[config.mk]
export PLATFORM = sky130hd
export DESIGN_NAME = double_ended_queue
export DESIGN_NICKNAME = d
export VERILOG_FILES = /design/src/design/dq_pkg.sv /design/src/design/double_ended_queue.sv /design/src/design/dq_ctrl.sv /design/src/design/dq_datapath.sv
export SDC_FILE = /design/constraint.sdc
export NUM_CORES = 1
export LEC_CHECK = 0
export BUFFER_PORTS_ARGS = -buffer_cell sky130_fd_sc_hd__buf_2
export CAP_MARGIN = 0
export CORE_MARGIN = 3
export CORE_UTILIZATION = 29
export CTS_CLUSTER_DIAMETER = 50
export DETAILED_ROUTE_END_ITERATION = 16
export HOLD_SLACK_MARGIN = 0.03
export PLACE_DENSITY_LB_ADDON = 0.05
export SLEW_MARGIN = 20
export SYNTH_ARGS = -nofsm -noshare
export SYNTH_HDL_FRONTEND = slang
export SYNTH_SLANG_ARGS = --single-unit
[constraint.sdc]
create_clock -name clock -period 3.4 [get_ports clock]
set_input_delay 0.51 -clock clock [delete_from_list [all_inputs] [get_ports clock]]
set_output_delay 0.51 -clock clock [all_outputs]
set_load 0.02 [all_outputs]
[src/design/dq_pkg.sv]
`timescale 1ns / 1ps

package dq_pkg;

   localparam int DATA_W        = 32;
   localparam int DEPTH_DEFAULT = 16;

   typedef enum logic [1:0] {
      MODE_PUSH_FRONT = 2'd0,
      MODE_PUSH_BACK  = 2'd1,
      MODE_POP_FRONT  = 2'd2,
      MODE_POP_BACK   = 2'd3
   } mode_type;

   typedef enum logic [1:0] {
      STATUS_DONE       = 2'd0,
      STATUS_POP_EMPTY  = 2'd1,
      STATUS_PUSH_FULL  = 2'd2,
      STATUS_UNUSED     = 2'd3
   } status_type;

   typedef enum logic [2:0] {
      ST_IDLE,
      ST_EXEC,
      ST_READ,
      ST_LOAD,
      ST_RESP
   } state_type;

   typedef struct packed {
      logic capture;
      logic execute;
      logic read;
      logic load;
   } dq_cmd_type;

endpackage

[src/design/double_ended_queue.sv]
`timescale 1ns / 1ps
// Bounded double-ended queue of signed 32-bit values in a ring buffer.
// Request channel: req_valid/req_stall with req_mode (push front, push back,
// pop front, pop back) and req_push_value. Every request yields exactly one
// response on rsp_valid/rsp_stall: status, popped value, front and back
// values after the operation, occupancy and an empty flag.
// The response is valid once a taken request has passed through capture,
// update/write, memory read and load. The next request can be taken
// in the same cycle the response is taken, and no earlier; the
// registered-read memory port sequence sets these steps.
// A pop on an empty queue or a push on a full one reports an error status
// and leaves the contents unchanged.
// Reset empties the queue (pointers and count cleared); stored entries are
// not cleared and need no clearing pass.
// While a response waits under rsp_stall it holds steady and no new request
// is taken.
module double_ended_queue #(
   parameter  int DEPTH      = dq_pkg::DEPTH_DEFAULT,
   localparam int CountWidth = $clog2(DEPTH + 1)
) (
   input  logic                             clock,
   input  logic                             reset,
   input  logic                             req_valid,
   output logic                             req_stall,
   input  logic [1:0]                       req_mode,
   input  logic signed [dq_pkg::DATA_W-1:0] req_push_value,
   output logic                             rsp_valid,
   input  logic                             rsp_stall,
   output logic [1:0]                       rsp_status,
   output logic signed [dq_pkg::DATA_W-1:0] rsp_popped_value,
   output logic signed [dq_pkg::DATA_W-1:0] rsp_front_value,
   output logic signed [dq_pkg::DATA_W-1:0] rsp_back_value,
   output logic [CountWidth-1:0]            rsp_occupancy,
   output logic                             rsp_is_empty
);
   import dq_pkg::*;

   dq_cmd_type cmd;

   dq_ctrl u_ctrl (
      .clock     (clock),
      .reset     (reset),
      .req_valid (req_valid),
      .req_stall (req_stall),
      .rsp_valid (rsp_valid),
      .rsp_stall (rsp_stall),
      .cmd       (cmd)
   );

   dq_datapath #(
      .DEPTH (DEPTH)
   ) u_datapath (
      .clock            (clock),
      .reset            (reset),
      .cmd              (cmd),
      .req_mode         (req_mode),
      .req_push_value   (req_push_value),
      .rsp_status       (rsp_status),
      .rsp_popped_value (rsp_popped_value),
      .rsp_front_value  (rsp_front_value),
      .rsp_back_value   (rsp_back_value),
      .rsp_occupancy    (rsp_occupancy),
      .rsp_is_empty     (rsp_is_empty)
   );

endmodule

[src/design/dq_ctrl.sv]
`timescale 1ns / 1ps

module dq_ctrl (
   input  logic               clock,
   input  logic               reset,
   input  logic               req_valid,
   output logic               req_stall,
   output logic               rsp_valid,
   input  logic               rsp_stall,
   output dq_pkg::dq_cmd_type cmd
);
   import dq_pkg::*;

   state_type state_ff;
   state_type state_in;

   always_ff @(posedge clock) begin
      if (reset) begin
         state_ff <= ST_IDLE;
      end else begin
         state_ff <= state_in;
      end
   end

   always_comb begin
      state_in  = state_ff;
      req_stall = 1'b1;
      rsp_valid = 1'b0;
      cmd       = '0;
      case (state_ff)
         ST_IDLE: begin
            req_stall = 1'b0;
            if (req_valid) begin
               cmd.capture = 1'b1;
               state_in    = ST_EXEC;
            end
         end
         ST_EXEC: begin
            cmd.execute = 1'b1;
            state_in    = ST_READ;
         end
         ST_READ: begin
            cmd.read = 1'b1;
            state_in = ST_LOAD;
         end
         ST_LOAD: begin
            cmd.load = 1'b1;
            state_in = ST_RESP;
         end
         ST_RESP: begin
            rsp_valid = 1'b1;
            req_stall = rsp_stall;
            if (!rsp_stall) begin
               if (req_valid) begin
                  cmd.capture = 1'b1;
                  state_in    = ST_EXEC;
               end else begin
                  state_in = ST_IDLE;
               end
            end
         end
         default: begin
            state_in = ST_IDLE;
         end
      endcase
   end

endmodule

[src/design/dq_datapath.sv]
`timescale 1ns / 1ps

module dq_datapath #(
   parameter  int DEPTH      = dq_pkg::DEPTH_DEFAULT,
   localparam int AddrWidth  = (DEPTH > 1) ? $clog2(DEPTH) : 1,
   localparam int CountWidth = $clog2(DEPTH + 1)
) (
   input  logic                        clock,
   input  logic                        reset,
   input  dq_pkg::dq_cmd_type          cmd,
   input  logic [1:0]                  req_mode,
   input  logic signed [dq_pkg::DATA_W-1:0] req_push_value,
   output logic [1:0]                  rsp_status,
   output logic signed [dq_pkg::DATA_W-1:0] rsp_popped_value,
   output logic signed [dq_pkg::DATA_W-1:0] rsp_front_value,
   output logic signed [dq_pkg::DATA_W-1:0] rsp_back_value,
   output logic [CountWidth-1:0]       rsp_occupancy,
   output logic                        rsp_is_empty
);
   import dq_pkg::*;

   logic [DATA_W-1:0] mem [DEPTH];

   mode_type               mode_ff;
   logic [DATA_W-1:0]      value_ff;
   logic [AddrWidth-1:0]   front_ff, front_in;
   logic [AddrWidth-1:0]   back_ff, back_in;
   logic [CountWidth-1:0]  count_ff, count_in;
   status_type             status_ff;
   logic                   pop_taken_ff;
   logic [DATA_W-1:0]      popped_ff;
   logic [DATA_W-1:0]      front_val_ff;
   logic [DATA_W-1:0]      back_val_ff;
   logic [DATA_W-1:0]      rd_a_ff;
   logic [DATA_W-1:0]      rd_b_ff;

   logic                   is_push;
   logic                   op_ok;
   logic [AddrWidth-1:0]   front_inc, front_dec, back_inc, back_dec;
   logic                   wr_en;
   logic [AddrWidth-1:0]   wr_addr;
   logic [AddrWidth-1:0]   rd_a_addr;

   assign front_inc = (front_ff == AddrWidth'(DEPTH - 1)) ? '0 : front_ff + AddrWidth'(1);
   assign front_dec = (front_ff == '0) ? AddrWidth'(DEPTH - 1) : front_ff - AddrWidth'(1);
   assign back_inc  = (back_ff == AddrWidth'(DEPTH - 1)) ? '0 : back_ff + AddrWidth'(1);
   assign back_dec  = (back_ff == '0) ? AddrWidth'(DEPTH - 1) : back_ff - AddrWidth'(1);

   assign is_push = (mode_ff == MODE_PUSH_FRONT) || (mode_ff == MODE_PUSH_BACK);
   assign op_ok   = is_push ? (count_ff != CountWidth'(DEPTH)) : (count_ff != '0);

   assign wr_en   = cmd.execute && is_push && op_ok;
   assign wr_addr = (mode_ff == MODE_PUSH_FRONT) ? front_dec : back_ff;

   // exec: pop address; read: new front (port B always reads new back)
   assign rd_a_addr = (cmd.execute && mode_ff == MODE_POP_BACK) ? back_dec : front_ff;

   always_comb begin
      front_in = front_ff;
      back_in  = back_ff;
      count_in = count_ff;
      if (cmd.execute && op_ok) begin
         case (mode_ff)
            MODE_PUSH_FRONT: begin
               front_in = front_dec;
               count_in = count_ff + CountWidth'(1);
            end
            MODE_PUSH_BACK: begin
               back_in  = back_inc;
               count_in = count_ff + CountWidth'(1);
            end
            MODE_POP_FRONT: begin
               front_in = front_inc;
               count_in = count_ff - CountWidth'(1);
            end
            MODE_POP_BACK: begin
               back_in  = back_dec;
               count_in = count_ff - CountWidth'(1);
            end
            default: begin
               count_in = count_ff;
            end
         endcase
      end
   end

   always_ff @(posedge clock) begin
      if (reset) begin
         front_ff <= '0;
         back_ff  <= '0;
         count_ff <= '0;
      end else begin
         front_ff <= front_in;
         back_ff  <= back_in;
         count_ff <= count_in;
      end
   end

   always_ff @(posedge clock) begin
      if (wr_en) begin
         mem[wr_addr] <= value_ff;
      end
      rd_a_ff <= mem[rd_a_addr];
      rd_b_ff <= mem[back_dec];
   end

   always_ff @(posedge clock) begin
      if (cmd.capture) begin
         mode_ff  <= mode_type'(req_mode);
         value_ff <= req_push_value;
      end
      if (cmd.execute) begin
         status_ff    <= op_ok ? STATUS_DONE : (is_push ? STATUS_PUSH_FULL : STATUS_POP_EMPTY);
         pop_taken_ff <= op_ok && !is_push;
      end
      if (cmd.read) begin
         popped_ff <= pop_taken_ff ? rd_a_ff : '0;
      end
      if (cmd.load) begin
         front_val_ff <= (count_ff == '0) ? '0 : rd_a_ff;
         back_val_ff  <= (count_ff == '0) ? '0 : rd_b_ff;
      end
   end

   assign rsp_status       = status_ff;
   assign rsp_popped_value = popped_ff;
   assign rsp_front_value  = front_val_ff;
   assign rsp_back_value   = back_val_ff;
   assign rsp_occupancy    = count_ff;
   assign rsp_is_empty     = (count_ff == '0);

endmodule

# Yosys cells after proc, flatten, opt, wreduce, memory -nomap -nowiden
# Memory sizes are Yosys's and may differ from the RTL's. A register that Yosys moved wholly into a read port is not among the register bits.
# Cells that the tools add are included.
# classes
addsub,6
eq_ne,12
mux,25
reduce_logical,20
# op_table
op,count
$mux W4,6
$pmux W4 S2,2
$pmux W3 S5,1
$mux W1,10
$pmux W5 S2,1
$add A4 B1 Y4 const B,2
$eq A4 B4 Y1 const B,2
$logic_not A4 Y1,2
$sub A4 B1 Y4 const B,2
$eq A3 B2 Y1 const B,2
$mux W3,2
$reduce_and A2 Y1,3
$add A5 B1 Y5 const B,1
$logic_and A1 B1 Y1,5
$logic_not A5 Y1,1
$ne A5 B5 Y1 const B,1
$reduce_bool A5 Y1,1
$sub A5 B1 Y5 const B,1
$eq A2 B2 Y1 const B,2
$ne A2 B2 Y1 const B,2
$pmux W1 S2,2
$reduce_bool A2 Y1,2
$reduce_or A2 Y1,2
$eq A3 B1 Y1 const B,1
7 further kinds,7
# word_totals
reg_bits,149
mem_bits_rw,512
output_inout_bits,106
wordCells,75
n_memories,1
# memory_table
name,depth,word_bits,rd,rd_clocked_by_memory_dff,write_ports,line,rtl
u_datapath.mem,16,32,2,2,1,dq_datapath.sv:22,logic [DATA_W-1:0] mem [DEPTH];

# Logic depth before layout (Yosys ltp)
# logic_depth
word_depth,6
depth_mapped,12
mapped_depth_nobuf,8

# Cells and area by module
# A second synthesis with hierarchy kept.
# unflattened
hier_cells,2023
hier_area_um2,31207.4
# modules_own_cells
mod,n_inst,cells_per_inst,area_per_inst_um2,seq_area_each_um2
dq_datapath,1,2004,31034.8,20910.1
dq_ctrl,1,19,172.7,60.1

# Worst setup path before layout
# Ideal clock, no wire load.
# synth_timing
path_type,reg2reg
from,reg u_datapath.front_ff[0]
to,mem u_datapath.mem[6][0] (enable)
setup_ns,0.421
arrival_ns,3.078
t_required_ns,2.979
path_slack_ns,-0.099
path_stages_with_launch,9
n_path_buf,1
period_less_slack_ns,3.499
cell_sequence,dfxtp_1 > clkbuf_1 > inv_1 > ha_1 > o21bai_1 > a22o_1 > mux2i_1 > nand2_1 > nor2_1
# synth_via
elab_chain_len,3
word_cells_on_any_way,4
classes_between,add/sub: 1; mux: 2; reduce/logical: 1
# synth_rtl
element,line,rtl
start: declaration,dq_datapath.sv:26,"logic [AddrWidth-1:0] front_ff, front_in;"
start signal: assignment,dq_datapath.sv:93,front_ff <= front_in;
$sub A4 B1 Y4 / $logic_not A4 Y1 (equally long branches),dq_datapath.sv:45,assign front_dec = (front_ff == '0) ? AddrWidth'(DEPTH - 1) : front_ff - AddrWidth'(1);
$mux W4 *,dq_datapath.sv:45,
$mux W4 *,dq_datapath.sv:53,assign wr_addr = (mode_ff == MODE_PUSH_FRONT) ? front_dec : back_ff;
end: declaration,dq_datapath.sv:22,
# Every way passes the cells marked *; elsewhere a longest branch is shown, timed or not.

# Final worst setup path
# layout_timing
from,reg u_ctrl.state_ff[0]
to,mem u_datapath.mem[14][4] (enable)
# layout_via
elab_chain_len,6
# layout_rtl
element,line,rtl
start: declaration,dq_ctrl.sv:14,state_type state_ff;
start signal: assignment,dq_ctrl.sv:21,state_ff <= state_in;
$eq A3 B1 Y1,dq_ctrl.sv:30,case (state_ff)
$mux W1,dq_ctrl.sv:30,
$logic_and A1 B1 Y1 (2 in series),dq_datapath.sv:52,assign wr_en = cmd.execute && is_push && op_ok;
$mux W1,dq_datapath.sv:100,if (wr_en) begin
$mux W1 (not written as such),dq_datapath.sv:101,mem[wr_addr] <= value_ff;
# Every way passes these cells.

==> impl_metrics.ini <==
[die]
rows = 120
die_w_um = 337
core_um2 = 108000
start_util = 0.294
num_io_pins = 144
dieArea_um2 = 113000
die_h_um = 337

[yosys]
synth_area_um2 = 31700
synth-edff-count = 645
synth_top_area_share = 0.610
synth_warnings = 0
syn-num-nets = 2024
synth_top_flop_cell = edfxtp_1
synth_area_leader_cell = edfxtp_1
yosys.cell_types.count = 82
ys_ff_latch = 725
synthArstFlopShare = 0
synth_seq_area_share = 0.661
synth.most_common_cell = edfxtp_1
synthTopCellsByCount = 645 x edfxtp_1, 164 x mux4_2, 92 x a211oi_1
synth_area_leaders = edfxtp_1 61%, mux4_2 12%, dfxtp_1 5.0%
netlist_instances = 1978
synth.avg_cell_area_um2 = 16.0

[clock_network]
clk_latency_ns = 0.68
path_clk_slew_ns = 0.06
cts.sinks = 725
post-cts-setup-buffers = 0
clockBufferDepth = 3
cts_tree = built
clock-root-buffer = clkbuf_16
htree_levels = 3
numCtsBuffers = 109

[route]
viasPerCell = 5.33
wl_um = 110000
drcViolationCount = 0
antenna_left = 0
wl_per_cell_um = 29.4
via_count = 19900
drtIter0Drc = 1842
dr.pass1.iters = 5

[global_route]
grt_pass1_wl_um = 155000
grt_usage = 0.192
overflow = 0
grt_max_degree = 82
grt_pass1_vias = 20500
antenna_found_initial = 3

[pwr]
vdd_drop_max_v = 0.000392
p_leak_nw = 13.0
pwr_density_cell_nw_per_um2 = 671
p_total_mw = 26.2

[sta]
setup_viol = 0
worst_pin_slew_ns = 0.976
clock_skew_ns = 0.0309
drv_slew = 0
hold_violations = 0
rsz0062_at_grt = no
max_freq_ghz = 0.310
fin_hold_ws_ns = 0.103
slew_headroom = 0.349
finalCriticalPeriod_ns = 3.22
fin_crit_sh = 0.947

[setup_path]
path_class = flip-flop to flip-flop
arrival_ns = 3.58
crit_path_end_kind = flip-flop
path_max_fanout = 9
setup.worst_path.start_class = flip-flop
worstPathRequired_ns = 3.76

[flow_run]
cap_viol_max_count = 0

[cells_and_area]
fillCellCount = 10200
drive_above_1_share = 0.287
final_nets = 2276
utilization = 0.363
area_delta_synth_final_pct = 23.2

[placed_design]
dp.final_hpwl_um = 63700
routabilityCongestion = 0.801
portBuffers = 143

[worst_hold_path]
hp-class = input port to flip-flop

[status]
outcome = complete, no violations
cells in the final DEF, fill, tap and decap left out, drive strengths merged, types with 74 or more instances in the layout:
| cell type | netlist | layout |
|---|---|---|
| nand2 | 88 | 88 |
| dfxtp | 80 | 80 |
| clkbuf | 72 | 122 |
| a211oi | 92 | 92 |
| buf | 77 | 257 |
| and3 | 74 | 74 |
| nor2b | 74 | 74 |
| o21ai | 80 | 80 |
| edfxtp | 645 | 645 |
| mux4 | 164 | 164 |
kinds of logic after synthesis:
| kind of cell | Yosys count | synth area share |
|---|---|---|
| DFF | 725 | 0.661 |
| and+or+nand+nor | 423 | 0.0736 |
| AOI/OAI and AO/OA | 420 | 0.0987 |
| muxes | 225 | 0.136 |
| buffers and inverters | 165 | 0.0248 |
| xor gates and xnor gates | 12 | 0.00331 |
| adders and majority gates | 8 | 0.00339 |
cell type report:
class	count	area (µm²)	share of cell area
diodes	2	5.00	0.000128
clock buffers	122	2830	0.0723
clock inverters	83	873	0.0223
inverters	16	72.6	0.00186
multi-input cells	1088	10200	0.261
flip-flops and latches	725	21000	0.536
well taps	1403	1760	0.0449
repair buffers	290	2380	0.0610
what timing repair did:
action / 4_1_cts / 5_1_grt
hold endpoints to repair: 33 / 0
resized for setup: 0 / 1
endpoints found under the setup margin: 0 / 2
hold buffers: 33 / 0
critical path: stages, from the launching register on:
cell     delay (ns)
dfxtp_1        0.42
or3b_1         0.52
buf_4          0.23
nor4b_1        0.53
nand2_1        0.40
nor2_4         0.46
buf_4          0.33
final timing paths:
path	from	endpoint	slack, ns	cells past startpoint
min reg2reg	u_datapath.rd_b_ff[23]	u_datapath.rsp_back_value[23]	0.52	1
min	req_push_value[28]	u_datapath.value_ff[28]	0.10	1
max reg2reg	u_ctrl.state_ff[0]	u_datapath.mem[14][4]	0.18	6
max	u_ctrl.state_ff[0]	u_datapath.mem[14][4]	0.18	6
through the flow:
step                cell area, µm²  std cells  worst slack, ns  TNS [ns]
global placement             35000       3488            0.187         0
detailed placement           35100       3489            0.162         0
floorplan                    31700       1978          -0.0993    -30.89
CTS                          39100       3727            0.189         0
finish                       39100       3729            0.179         0
global route                 39100       3727           0.0438         0
metal layers:
layer,vias to the layer above,part of all wire,global-route usage
met5,-,0,0
met4,0,0.019,0.0473
met3,144,0.046,0.0255
met2,622,0.48,0.318
met1,10500,0.45,0.267
li1,8602,-,-
sequential cells by signal, summed over array words and instances (netlist names):
| name | cells |
|---|---|
| u_datapath.value_ff | 32 |
| u_datapath.rsp_popped_value | 32 |
| u_datapath.pop_taken_ff | 1 |
| u_datapath.rsp_front_value | 32 |
| u_datapath.rd_b_ff | 32 |
| u_datapath.back_ff | 4 |
| u_datapath.mem | 512 |
| u_datapath.rsp_back_value | 32 |
| u_datapath.rd_a_ff | 32 |
| u_datapath.rsp_status | 2 |
| u_datapath.rsp_occupancy | 5 |
| u_ctrl.state_ff | 3 |
| u_datapath.mode_ff | 2 |
| u_datapath.front_ff | 4 |
power by group:
group	total (mW)	leakage [nW]	internal, mW	switching (mW)
Combinational	3.93	4.74	1.54	2.40
Clock	11.3	1.78	6.97	4.32
Sequential	11.0	6.52	10.4	0.578
Total	26.2	13.0	18.9	7.29
(Power assumes the default switching activity.)
